<file path="src/sv/rar_pkg.sv">
// ----------------------------------------------------------------------------
// rar_pkg
// shared operation codes and the per-word flag bundle passed from the front
// end to the reduction engine
// ----------------------------------------------------------------------------
package rar_pkg;

  // operation codes on func
  localparam logic [1:0] FUNC_ADD = 2'd0;
  localparam logic [1:0] FUNC_SUB = 2'd1;
  localparam logic [1:0] FUNC_MUL = 2'd2;
  localparam logic [1:0] FUNC_DIV = 2'd3;

  // classification of a raw fraction
  typedef struct packed {
    logic div_zero;  // raw denominator is zero
    logic num_zero;  // raw numerator is zero
    logic neg;       // numerator and denominator signs differ
  } rar_flags_t;

  localparam int FLAGS_W = $bits(rar_flags_t);

endpackage

</file>
<file path="src/sv/rar_front.sv">
// ----------------------------------------------------------------------------
// rar_front
// accepts a command word, forms the raw numerator and denominator with one
// shared multiplier, classifies them and pushes magnitudes plus flags
// ----------------------------------------------------------------------------
module rar_front import rar_pkg::*; #(
  parameter int OPERAND_WIDTH = 16,
  parameter int PW            = 2 * OPERAND_WIDTH,
  parameter int GW            = 64
) (
  input  logic                            clk,
  input  logic                            rst,
  input  logic                            start,
  output logic                            busy,
  input  logic [1:0]                      func,
  input  logic signed [OPERAND_WIDTH-1:0] num_a,
  input  logic signed [OPERAND_WIDTH-1:0] den_a,
  input  logic signed [OPERAND_WIDTH-1:0] num_b,
  input  logic signed [OPERAND_WIDTH-1:0] den_b,
  input  logic                            q_full,
  output logic                            q_push,
  output rar_flags_t                      q_flags,
  output logic [GW-1:0]                   q_mn,
  output logic [GW-1:0]                   q_md
);

  localparam logic [2:0] F_IDLE = 3'd0;
  localparam logic [2:0] F_M0   = 3'd1;
  localparam logic [2:0] F_M1   = 3'd2;
  localparam logic [2:0] F_M2   = 3'd3;
  localparam logic [2:0] F_SUM  = 3'd4;
  localparam logic [2:0] F_PUSH = 3'd5;

  logic [2:0]                      state;
  logic [1:0]                      op;
  logic signed [OPERAND_WIDTH-1:0] an, ad, bn, bd;
  logic signed [OPERAND_WIDTH-1:0] mul_x, mul_y;
  logic signed [PW-1:0]            prod;
  logic signed [PW-1:0]            p0, p1, dr;
  logic signed [GW-1:0]            n;
  logic [GW-1:0]                   n_mag;
  logic [PW-1:0]                   d_mag;

  assign busy = (state != F_IDLE);

  // operand routing to the shared multiplier
  always_comb begin
    mul_x = an;
    mul_y = bd;
    case (state)
      F_M0: begin
        mul_x = an;
        mul_y = (op == FUNC_MUL) ? bn : bd;
      end
      F_M1: begin
        mul_x = bn;
        mul_y = ad;
      end
      F_M2: begin
        mul_x = ad;
        mul_y = (op == FUNC_DIV) ? bn : bd;
      end
      default: begin
        mul_x = an;
        mul_y = bd;
      end
    endcase
  end

  assign prod  = PW'(mul_x) * PW'(mul_y);
  assign n_mag = n[GW-1] ? (GW'(0) - GW'(n)) : GW'(n);
  assign d_mag = dr[PW-1] ? (PW'(0) - PW'(dr)) : PW'(dr);

  assign q_push           = (state == F_PUSH) && !q_full;
  assign q_flags.div_zero = (dr == '0);
  assign q_flags.num_zero = (n == '0);
  assign q_flags.neg      = n[GW-1] ^ dr[PW-1];
  assign q_mn             = n_mag;
  assign q_md             = GW'(d_mag);

  always_ff @(posedge clk) begin
    if (rst) begin
      state <= F_IDLE;
    end else begin
      case (state)
        F_IDLE: if (start) state <= F_M0;
        F_M0:   state <= F_M1;
        F_M1:   state <= F_M2;
        F_M2:   state <= F_SUM;
        F_SUM:  state <= F_PUSH;
        F_PUSH: if (!q_full) state <= F_IDLE;
        default: state <= F_IDLE;
      endcase
    end
  end

  always_ff @(posedge clk) begin
    if (state == F_IDLE && start) begin
      op <= func;
      an <= num_a;
      ad <= den_a;
      bn <= num_b;
      bd <= den_b;
    end
    if (state == F_M0) p0 <= prod;
    if (state == F_M1) p1 <= prod;
    if (state == F_M2) dr <= prod;
    if (state == F_SUM) begin
      case (op)
        FUNC_ADD: n <= GW'(p0) + GW'(p1);
        FUNC_SUB: n <= GW'(p0) - GW'(p1);
        default:  n <= GW'(p0);
      endcase
    end
  end

endmodule

</file>
<file path="src/sv/rar_queue.sv">
// ----------------------------------------------------------------------------
// rar_queue
// short first-in first-out buffer between the front end and the reduction
// engine
// ----------------------------------------------------------------------------
module rar_queue #(
  parameter int DATA_W = 8,
  parameter int DEPTH  = 2
) (
  input  logic              clk,
  input  logic              rst,
  input  logic              push,
  input  logic [DATA_W-1:0] din,
  output logic              full,
  input  logic              pop,
  output logic [DATA_W-1:0] dout,
  output logic              empty
);

  localparam int AW = (DEPTH > 1) ? $clog2(DEPTH) : 1;

  logic [DATA_W-1:0] mem [DEPTH];
  logic [AW-1:0]     wr_ptr, rd_ptr;
  logic [AW:0]       count;

  assign full  = (count == (AW+1)'(DEPTH));
  assign empty = (count == '0);
  assign dout  = mem[rd_ptr];

  always_ff @(posedge clk) begin
    if (push && !full) mem[wr_ptr] <= din;
  end

  always_ff @(posedge clk) begin
    if (rst) begin
      wr_ptr <= '0;
      rd_ptr <= '0;
      count  <= '0;
    end else begin
      if (push && !full) begin
        wr_ptr <= (wr_ptr == AW'(DEPTH - 1)) ? '0 : wr_ptr + 1'b1;
      end
      if (pop && !empty) begin
        rd_ptr <= (rd_ptr == AW'(DEPTH - 1)) ? '0 : rd_ptr + 1'b1;
      end
      case ({push && !full, pop && !empty})
        2'b10:   count <= count + 1'b1;
        2'b01:   count <= count - 1'b1;
        default: count <= count;
      endcase
    end
  end

  a_no_overflow: assert property (@(posedge clk) disable iff (rst)
    count <= (AW+1)'(DEPTH))
    else $error("queue count beyond depth");

endmodule

</file>
<file path="src/sv/rar_back.sv">
// ----------------------------------------------------------------------------
// rar_back
// reduction engine: binary gcd of the magnitudes, then two-lane restoring
// division by the gcd, then sign and width formatting of the result word
// ----------------------------------------------------------------------------
module rar_back import rar_pkg::*; #(
  parameter int GW = 64
) (
  input  logic               clk,
  input  logic               rst,
  input  logic               q_empty,
  output logic               q_pop,
  input  rar_flags_t         q_flags,
  input  logic [GW-1:0]      q_mn,
  input  logic [GW-1:0]      q_md,
  output logic               done,
  output logic signed [32:0] res_num,
  output logic [30:0]        res_den,
  output logic               div_zero
);

  localparam int KW = $clog2(GW + 1);
  localparam int CW = $clog2(GW);
  localparam int XW = (GW > 33) ? GW : 33;
  localparam int YW = (GW > 31) ? GW : 31;

  localparam logic [1:0] B_IDLE = 2'd0;
  localparam logic [1:0] B_GCD  = 2'd1;
  localparam logic [1:0] B_DIV  = 2'd2;
  localparam logic [1:0] B_FIN  = 2'd3;

  logic [1:0]    state;
  logic [GW-1:0] a, b, g;
  logic [KW-1:0] k;
  logic [GW-1:0] mn_r, md_r;
  logic          neg_r;
  logic [GW:0]   diff_ab, diff_ba;
  logic [GW-1:0] rem_n, rem_d, dq_n, dq_d;
  logic [CW-1:0] cnt;
  logic [GW:0]   tn, td, sn, sd;
  logic [XW-1:0] num_ext;
  logic [YW-1:0] den_ext;

  assign q_pop   = (state == B_IDLE) && !q_empty;
  assign diff_ab = {1'b0, a} - {1'b0, b};
  assign diff_ba = {1'b0, b} - {1'b0, a};

  // one restoring step per lane
  assign tn = {rem_n, dq_n[GW-1]};
  assign td = {rem_d, dq_d[GW-1]};
  assign sn = tn - {1'b0, g};
  assign sd = td - {1'b0, g};

  assign num_ext = neg_r ? (XW'(0) - XW'(dq_n)) : XW'(dq_n);
  assign den_ext = YW'(dq_d);

  always_ff @(posedge clk) begin
    if (rst) begin
      state <= B_IDLE;
      done  <= 1'b0;
    end else begin
      done <= 1'b0;
      case (state)
        B_IDLE: begin
          if (!q_empty) begin
            if (q_flags.div_zero || q_flags.num_zero) begin
              done <= 1'b1;
            end else begin
              state <= B_GCD;
            end
          end
        end
        B_GCD: begin
          if (a[0] && b[0] && diff_ab == '0) state <= B_DIV;
        end
        B_DIV: begin
          if (cnt == CW'(GW - 1)) state <= B_FIN;
        end
        B_FIN: begin
          done  <= 1'b1;
          state <= B_IDLE;
        end
        default: state <= B_IDLE;
      endcase
    end
  end

  always_ff @(posedge clk) begin
    case (state)
      B_IDLE: begin
        if (!q_empty) begin
          a     <= q_mn;
          b     <= q_md;
          k     <= '0;
          mn_r  <= q_mn;
          md_r  <= q_md;
          neg_r <= q_flags.neg;
          if (q_flags.div_zero) begin
            res_num  <= '0;
            res_den  <= '0;
            div_zero <= 1'b1;
          end else if (q_flags.num_zero) begin
            res_num  <= '0;
            res_den  <= 31'd1;
            div_zero <= 1'b0;
          end
        end
      end
      B_GCD: begin
        if (!a[0] && !b[0]) begin
          a <= a >> 1;
          b <= b >> 1;
          k <= k + 1'b1;
        end else if (!a[0]) begin
          a <= a >> 1;
        end else if (!b[0]) begin
          b <= b >> 1;
        end else if (diff_ab == '0) begin
          g     <= a << k;
          rem_n <= '0;
          rem_d <= '0;
          dq_n  <= mn_r;
          dq_d  <= md_r;
          cnt   <= '0;
        end else if (diff_ab[GW]) begin
          b <= diff_ba[GW:1];
        end else begin
          a <= diff_ab[GW:1];
        end
      end
      B_DIV: begin
        cnt <= cnt + 1'b1;
        if (!sn[GW]) begin
          rem_n <= sn[GW-1:0];
          dq_n  <= {dq_n[GW-2:0], 1'b1};
        end else begin
          rem_n <= tn[GW-1:0];
          dq_n  <= {dq_n[GW-2:0], 1'b0};
        end
        if (!sd[GW]) begin
          rem_d <= sd[GW-1:0];
          dq_d  <= {dq_d[GW-2:0], 1'b1};
        end else begin
          rem_d <= td[GW-1:0];
          dq_d  <= {dq_d[GW-2:0], 1'b0};
        end
      end
      B_FIN: begin
        res_num  <= num_ext[32:0];
        res_den  <= den_ext[30:0];
        div_zero <= 1'b0;
      end
      default: begin
      end
    endcase
  end

  a_gcd_nonzero: assert property (@(posedge clk) disable iff (rst)
    (state == B_GCD) |-> (a != '0 && b != '0))
    else $error("gcd operand reached zero");

  a_rem_below_g: assert property (@(posedge clk) disable iff (rst)
    (state == B_DIV) |-> (rem_n < g && rem_d < g))
    else $error("division remainder not below divisor");

  a_err_den: assert property (@(posedge clk) disable iff (rst)
    done |-> (div_zero == (res_den == '0)))
    else $error("error flag and denominator disagree");

endmodule

</file>
<file path="src/sv/rational_arithmetic_reduce_top.sv">
// ----------------------------------------------------------------------------
// rational_arithmetic_reduce_top
// signed fraction add, subtract, multiply and divide with gcd reduction
// ----------------------------------------------------------------------------
// A word is taken when start is high and busy is low; one result word comes
// back per command, on res_num / res_den / div_zero for the single cycle in
// which done is high. The receiver cannot stall, so done must be sampled
// whenever it rises. busy is high while the front end forms the raw
// fraction (three products on one shared multiplier, the sum, then
// classification), plus any wait for room in the 2-word queue. Results
// come back in command order. The reduction engine takes a new word only
// from its idle state. A zero numerator or zero denominator is answered
// straight from that state; otherwise the engine loads the word, runs a
// binary gcd, then restoring division by the gcd (both quotients at once),
// then formats the result. Internal width GW = min(2*OPERAND_WIDTH+1, 64);
// at the default width that is 33. A zero raw denominator gives div_zero
// with 0/0; a zero raw numerator gives 0/1. Otherwise the denominator is
// positive and the numerator carries the sign. Raw values wrap at 64 bits
// when OPERAND_WIDTH is 32. No clearing pass after reset.
// ----------------------------------------------------------------------------
module rational_arithmetic_reduce_top import rar_pkg::*; #(
  parameter int OPERAND_WIDTH = 16
) (
  input  logic                            clk,
  input  logic                            rst,
  input  logic                            start,
  output logic                            busy,
  input  logic [1:0]                      func,
  input  logic signed [OPERAND_WIDTH-1:0] num_a,
  input  logic signed [OPERAND_WIDTH-1:0] den_a,
  input  logic signed [OPERAND_WIDTH-1:0] num_b,
  input  logic signed [OPERAND_WIDTH-1:0] den_b,
  output logic                            done,
  output logic signed [32:0]              res_num,
  output logic [30:0]                     res_den,
  output logic                            div_zero
);

  // product width and raw numerator width (sum of two products, 64-bit wrap)
  localparam int PW = 2 * OPERAND_WIDTH;
  localparam int GW = (2 * OPERAND_WIDTH + 1 > 64) ? 64 : 2 * OPERAND_WIDTH + 1;
  localparam int QW = FLAGS_W + 2 * GW;

  // front end to queue
  logic          f_push;
  rar_flags_t    f_flags;
  logic [GW-1:0] f_mn, f_md;

  // queue to reduction engine
  logic          q_full, q_empty, q_pop;
  logic [QW-1:0] q_dout;
  rar_flags_t    q_flags;
  logic [GW-1:0] q_mn, q_md;

  assign q_flags = rar_flags_t'(q_dout[QW-1 -: FLAGS_W]);
  assign q_mn    = q_dout[2*GW-1 -: GW];
  assign q_md    = q_dout[GW-1:0];

  // cross-multiply and classify
  rar_front #(
    .OPERAND_WIDTH (OPERAND_WIDTH),
    .PW            (PW),
    .GW            (GW)
  ) u_front (
    .clk     (clk),
    .rst     (rst),
    .start   (start),
    .busy    (busy),
    .func    (func),
    .num_a   (num_a),
    .den_a   (den_a),
    .num_b   (num_b),
    .den_b   (den_b),
    .q_full  (q_full),
    .q_push  (f_push),
    .q_flags (f_flags),
    .q_mn    (f_mn),
    .q_md    (f_md)
  );

  // decouples the fixed-length front end from the variable-length reduction
  rar_queue #(
    .DATA_W (QW),
    .DEPTH  (2)
  ) u_queue (
    .clk   (clk),
    .rst   (rst),
    .push  (f_push),
    .din   ({f_flags, f_mn, f_md}),
    .full  (q_full),
    .pop   (q_pop),
    .dout  (q_dout),
    .empty (q_empty)
  );

  // gcd, divide and format
  rar_back #(
    .GW (GW)
  ) u_back (
    .clk      (clk),
    .rst      (rst),
    .q_empty  (q_empty),
    .q_pop    (q_pop),
    .q_flags  (q_flags),
    .q_mn     (q_mn),
    .q_md     (q_md),
    .done     (done),
    .res_num  (res_num),
    .res_den  (res_den),
    .div_zero (div_zero)
  );

endmodule
</file>
<file path="config.mk">
export PLATFORM = sky130hd
export DESIGN_NAME = rational_arithmetic_reduce_top
export DESIGN_NICKNAME = d
export VERILOG_FILES = /design/src/sv/rar_pkg.sv /design/src/sv/rar_front.sv /design/src/sv/rar_queue.sv /design/src/sv/rar_back.sv /design/src/sv/rational_arithmetic_reduce_top.sv
export SDC_FILE = /design/constraint.sdc
export NUM_CORES = 2
export LEC_CHECK = 0
export BUFFER_PORTS_ARGS = -buffer_cell sky130_fd_sc_hd__buf_2
export CAP_MARGIN = 15
export CORE_ASPECT_RATIO = 0.75
export CORE_MARGIN = 2
export CORE_UTILIZATION = 40
export DETAILED_ROUTE_END_ITERATION = 12
export REMOVE_ABC_BUFFERS = 1
export SLEW_MARGIN = 10
export SYNTH_ARGS = -nofsm -noshare
export SYNTH_HDL_FRONTEND = slang
export SYNTH_SLANG_ARGS = --single-unit
</file>
<file path="constraint.sdc">
create_clock -name clk -period 10.8 [get_ports clk]
set_clock_uncertainty 0.05 [all_clocks]
set_input_delay 0.54 -clock clk [delete_from_list [all_inputs] [get_ports clk]]
set_output_delay 0.54 -clock clk [all_outputs]
set_load 0.02 [all_outputs]
</file>
### Word level (Yosys, flattened, before mapping)

Memory sizes are Yosys's and may differ from the RTL's. A register that Yosys moved wholly into a read port is not among the register bits.
Cells that the tools add are included.
W data, S select, Z words.

* add/sub/neg operators: 15
* $mul: 1
* equality and inequality tests: 33
* shift operators: 1
* multiplexer cells: 80
* bitwise gates (word level): 3
* reduce and logical (&&, ||, !) cells: 36

Operator list (number)
* $mux W33: 31
* $pmux W33 S2: 8
* $mux W31: 3
* $sub A33 B33 Y34: 2
* $sub A34 B33 Y34: 2
* $sub A1 B33 Y33 const A: 2
* $pmux W31 S2: 1
* $pmux W16 S3: 1
* $mux W6: 6
* $logic_not A34 Y1: 1
* $add A32 B32 Y33: 1
* $logic_not A33 Y1: 1
* $shl A33 B6 Y33: 1
* $sub A32 B32 Y33: 1
* $logic_not A32 Y1: 1
* $mul A16 B16 Y32: 1
* $mux W16: 2
* $mux W32: 1
* $pmux W16 S2: 1
* $sub A1 B32 Y32 const A: 1
* $pmux W6 S2: 2
* $ne A4 B4 Y1 const B: 5
* $reduce_and A5 Y1: 4
* $pmux W3 S6: 1
* other kinds (32): 89

* flip-flop bits (word level): 580
* memory bits (writable): 136
* bits of input ports: 69
* output and inout bits: 67
* word-level logic and storage cells: 202
* memories: 1

Memory list
* u_queue.mem: words 2, bits a word 68, rd ports 1, clocked after memory_dff 1, wr ports 1, RTL line rar_queue.sv:22 `logic [DATA_W-1:0] mem [DEPTH];`

### Depth between registers and ports, before layout

* depth after elaboration: 7
* gate-level depth with buffers: 34
* depth with buffers taken out: 32

### Modules after synthesis

A second synthesis with hierarchy kept.

* cells, all modules: 4810
* area, all modules: 51361.8 um2

Modules (own cells, without submodules)
* rar_back: times used 1, cells an instance 2585, area each 26008.7 um2, sequential area each 11320.9 um2
* rar_front: times used 1, cells an instance 1984, area each 20163.1 um2, sequential area each 5915.7 um2
* rar_queue: times used 1, cells an instance 241, area each 5190.0 um2, sequential area each 4244.1 um2

### Least setup slack after synthesis

OpenSTA, ideal clock, no wires.

* path type: register to register
* start point: reg u_front.state[0]
* end point: reg u_front.dr[30] (data pin)
* setup time: 267 ps
* data arrival time: 8598 ps
* required time: 10483 ps
* path slack: 1885 ps
* stages on the path, launching flop included: 33
* buffers on the path: 4
* period minus slack after synthesis: 8915 ps
* cell sequence: dfxtp_1 -> clkbuf_1 -> inv_1 -> nor2_1 -> a21oi_1 -> nor2b_1 -> clkbuf_1 -> clkbuf_1 -> a22oi_1 -> nand2_1 -> clkbuf_1 -> nand2_1 -> fa_1 -> inv_1 -> fa_1 -> fa_1 -> fa_1 -> fa_1 -> inv_1 -> fa_1 -> inv_1 -> ha_1 -> a21o_1 -> a21o_1 -> a21o_1 -> a21oi_1 -> o21ai_0 -> a21o_1 -> a21oi_1 -> nand2_1 -> a211o_1 -> a21oi_1 -> xnor2_1

* word-level cells in the longest chain between the ends: 3
* elaborated cells on any way between the ends: 6
* those cells by class: mul (1); eq/ne (3); mux (2)

Ends and longest elaborated chain
* start, declared: RTL line rar_front.sv:34 `logic [2:0] state;`
* start signal, assigned: RTL line rar_front.sv:83 `state <= F_IDLE;`
* start signal, assigned: RTL line rar_front.sv:86 `F_IDLE: if (start) state <= F_M0;`
* start signal, assigned: RTL line rar_front.sv:87 `F_M0: state <= F_M1;`
* $eq A3 B2 Y1 or $eq A3 B1 Y1 (tied branches): RTL line rar_front.sv:50 `case (state)`
* $pmux W16 S3 or $pmux W16 S2 (tied branches): RTL line rar_front.sv:50
* $mul A16 B16 Y32 *: RTL line rar_front.sv:70 `assign prod = PW'(mul_x) * PW'(mul_y);`
* via u_front.prod[30]: RTL line rar_front.sv:38 `logic signed [PW-1:0] prod;`
* end signal, assigned: RTL line rar_front.sv:107 `if (state == F_M2) dr <= prod;`
* end, declared: RTL line rar_front.sv:39 `logic signed [PW-1:0] p0, p1, dr;`

The timed path passes the listed nets; every way through them passes the cells marked *.
A chain may end at the register's enable or synchronous reset.

### Final worst setup path

* start point: reg u_front.state[2]
* end point: reg u_front.p0[31] (data pin)

* word-level cells in the longest chain between the ends: 3
* elaborated cells on any way between the ends: 6
* those cells by class: mul (1); eq/ne (3); mux (2)

Ends and longest elaborated chain
* $eq A3 B2 Y1 or $eq A3 B1 Y1 (tied branches): RTL line rar_front.sv:50
* $pmux W16 S3 or $pmux W16 S2 (tied branches): RTL line rar_front.sv:50
* $mul A16 B16 Y32 *: RTL line rar_front.sv:70
* via u_front.prod[31]: RTL line rar_front.sv:38
* end signal, assigned: RTL line rar_front.sv:105 `if (state == F_M0) p0 <= prod;`
* end, declared: RTL line rar_front.sv:39

Marks and branches as above.

==> metrics.cfg <==
[finish]
regMostFlops = u_queue.mem
fillCellCount = 11341
nNetsFinal = 5360
layout-drive-gt1-share = 0.1091
n_antenna_cell = 0
ff_latch_area_sq_um = 21390
syn2layout_area_growth_pct = 11.99
multi_input_area_sq_um = 25870
largest_reg_flops = 136

[route]
vias = 34623
drcViolationCount = 0
firstDrtPassIters = 5
drt_iter0_drc = 3066
vias_per_cell = 5.354
wire_per_inst_um = 20.23
ant_nets = 0
wirelength_um = 130800

[sta]
rsz0062_at_grt = no
slew_headroom = 0.2728
drv_slew = 0
fmax_mhz = 117.8
finalHoldViolCount = 0
finalCritPeriodShare = 0.7859
setup_viol = 0
tns_ns = 0
worst_slew_pin_slew_ns = 1.077
layout_min_cycle_time_ns = 8.488

[synth]
synth_edf_count = 705
async_reset_ff_frac = 0
syn_area_sq_um = 49590
netlist_instances = 4609
ys_ff_latch = 716
ys.warnings.count = 0
yosysUniqueCellTypes = 89
postSynthAreaPerCell_sq_um = 10.76
synthFlopType = edfxtp_1
yosysSeqAreaShare = 0.4314

[grt]
grt_antenna_before_repair = 3
grt_pass1_wl_um = 203000
grt_max_degree = 73
grt_overflow_total = 0
grtUsageTotal = 0.2068
grt_pass1_vias = 34401

[floorplan]
io_pins = 136
fp.dieW_um = 410.6
dieArea_sq_um = 126800
core_area_sq_um = 122600
rows = 111
initial_utilization = 0.4043
die_y_um = 308.9

[clocking]
h-tree-depth = 3
clock-sinks = 716
post-cts-setup-buffer-count = 0
ctsHoldBuffers = 66
cts_buffers = 78
clock_path_buffers = 3
insertion_delay_ns = 0.69
cts_tree = done
cts_root_buf = clkbuf_16
cts_resized = 0
clk_pin_slew_ns = 0.06

[worst_setup_path]
worstRegToRegCells = 27
cp_slowest_cell = dfxtp_1
critPathRequiredTime_ns = 11.16
end_kind = flip-flop
worst_ep_arrival_time_ns = 8.84
cp_top_family = adder cells
worstReg2RegStart = u_front.state[2]
critPathLaunchType = flip-flop
ff2ff_setup_slack_ns = 2.31
path_class = reg -> reg
worst_path_most_repeated_cell = fa_1
crit_buf_inv = 6
cp_max_fo = 48
worstReg2RegEnd = u_front.p0[31]
critPathMaxStageDelay_ns = 0.54

[placed_design]
dp_hpwl_um = 98710
port_buffers = 135
gp_congestion = 0.9607

[status]
status = finished clean

[hold_path]
hp-start = rst
hp-class = in -> reg
min_delay_path_depth = 2

[job]
max-cap-violations = 0

cells by family (layout without fill, tap and decap cells):
| kind of cell | after synthesis | count (layout) | share of synthesized area |
|---|---|---|---|
| and+or+nand+nor | 1289 | 1289 | 0.1171 |
| AOI/OAI and AO/OA | 877 | 877 | 0.1158 |
| DFF | 716 | 716 | 0.4314 |
| buffers and inverters | 639 | 859 | 0.04930 |
| adders and majority gates | 527 | 527 | 0.1734 |
| xor gates and xnor gates | 311 | 311 | 0.05508 |
| muxes | 250 | 250 | 0.05798 |
cells in the final DEF (no fill, tap or decap), types with 23 or more instances in the layout:
master / synthesis / routed
ha_1: 260 / 258
buf_4: 1 / 51
a211oi_1: 31 / 31
o31ai_1: 40 / 39
a21oi_1: 237 / 237
or2_2: 25 / 25
edfxtp_1: 705 / 705
nand2_1: 397 / 397
a21o_1: 88 / 88
clkbuf_16: 0 / 79
nor2_1: 495 / 488
xor2_1: 113 / 113
o21bai_1: 23 / 23
nor3_1: 64 / 64
a31oi_1: 24 / 24
nand4_1: 27 / 27
buf_2: 15 / 135
fa_1: 267 / 267
xnor2_1: 197 / 196
and2_1: 53 / 52
nand3_1: 47 / 47
inv_1: 456 / 455
o211ai_1: 24 / 24
mux2i_1: 96 / 96
or4_1: 24 / 24
mux2_2: 138 / 138
o21a_1: 46 / 46
dlygate4sd3_1: 0 / 66
nand2b_1: 51 / 50
o21ai_0: 175 / 175
final cells by class:
class	count	area share
Multi-Input combinational cell	3254	0.4659
Inverter	462	0.03123
Clock buffer	95	0.03686
Sequential cell	716	0.3852
Timing Repair Buffer	252	0.03096
Clock inverter	50	0.01291
Tap cell	1638	0.03691
layer usage:
metal | global-route usage | vias to the layer above | routed length [um]
met5 | 0 | - | 0
met4 | 0.05070 | 0 | 3059
met3 | 0.03611 | 160 | 7589
met2 | 0.3139 | 938 | 56500
li1 | - | 16511 | -
met1 | 0.3061 | 17014 | 63670
how the worst max path moves through the flow:
stage | cells after the start | end | start | slack [ns]
after floorplan | 25 | u_front.dr[30] | u_front.state[2] | 0.90
after global placement | 31 | u_front.dr[31] | u_front.state[0] | 2.35
after detailed placement | 31 | u_front.p1[31] | u_front.state[0] | 2.32
after CTS | 31 | u_front.p0[31] | u_front.state[0] | 2.29
after global routing | 31 | u_front.p0[31] | u_front.state[0] | 1.67
final | 27 | u_front.p0[31] | u_front.state[2] | 2.31
cells in the mapped netlist (all sizes together) (64+ instances only):
library cell    n  area (sq um)
a21o           89         669.4
a21oi         240          1227
clkbuf        138         519.2
edfxtp        705         21170
fa            267          5345
ha            260          3253
inv           458          1719
mux2          138          1554
mux2i          96         960.9
nand2         397          1490
nor2          495          1858
nor3           64         320.3
o21ai         186         930.9
xnor2         198          1742
xor2          113         989.7
stage by stage:
step             util  hold WS (ns)  instance area, sq um  setup WS, ns  cells
2_1_floorplan       -        0.4214                 48880        0.9018   4432
3_3_place_gp   0.4249        0.4366                 52110         2.352   6256
3_5_place_dp   0.4249        0.4638                 52110         2.320   6256
4_1_cts        0.4528        0.1109                 55530         2.288   6467
5_1_grt        0.4528        0.1340                 55530         1.668   6467
6_report       0.4528        0.1684                 55530         2.312   6467
worst reg2reg max path: cells and delay by family, from the launching register on:
kind	cells	cell delay, ns
fa+ha+maj	7	3.18
compound gates	7	1.69
simple gates	6	1.41
buf+inv	6	1.19
flops	1	0.54
xor+xnor	1	0.16
Power is not shown: default switching activity piles up to over one toggle a cycle in this logic, so the estimate is an artifact.
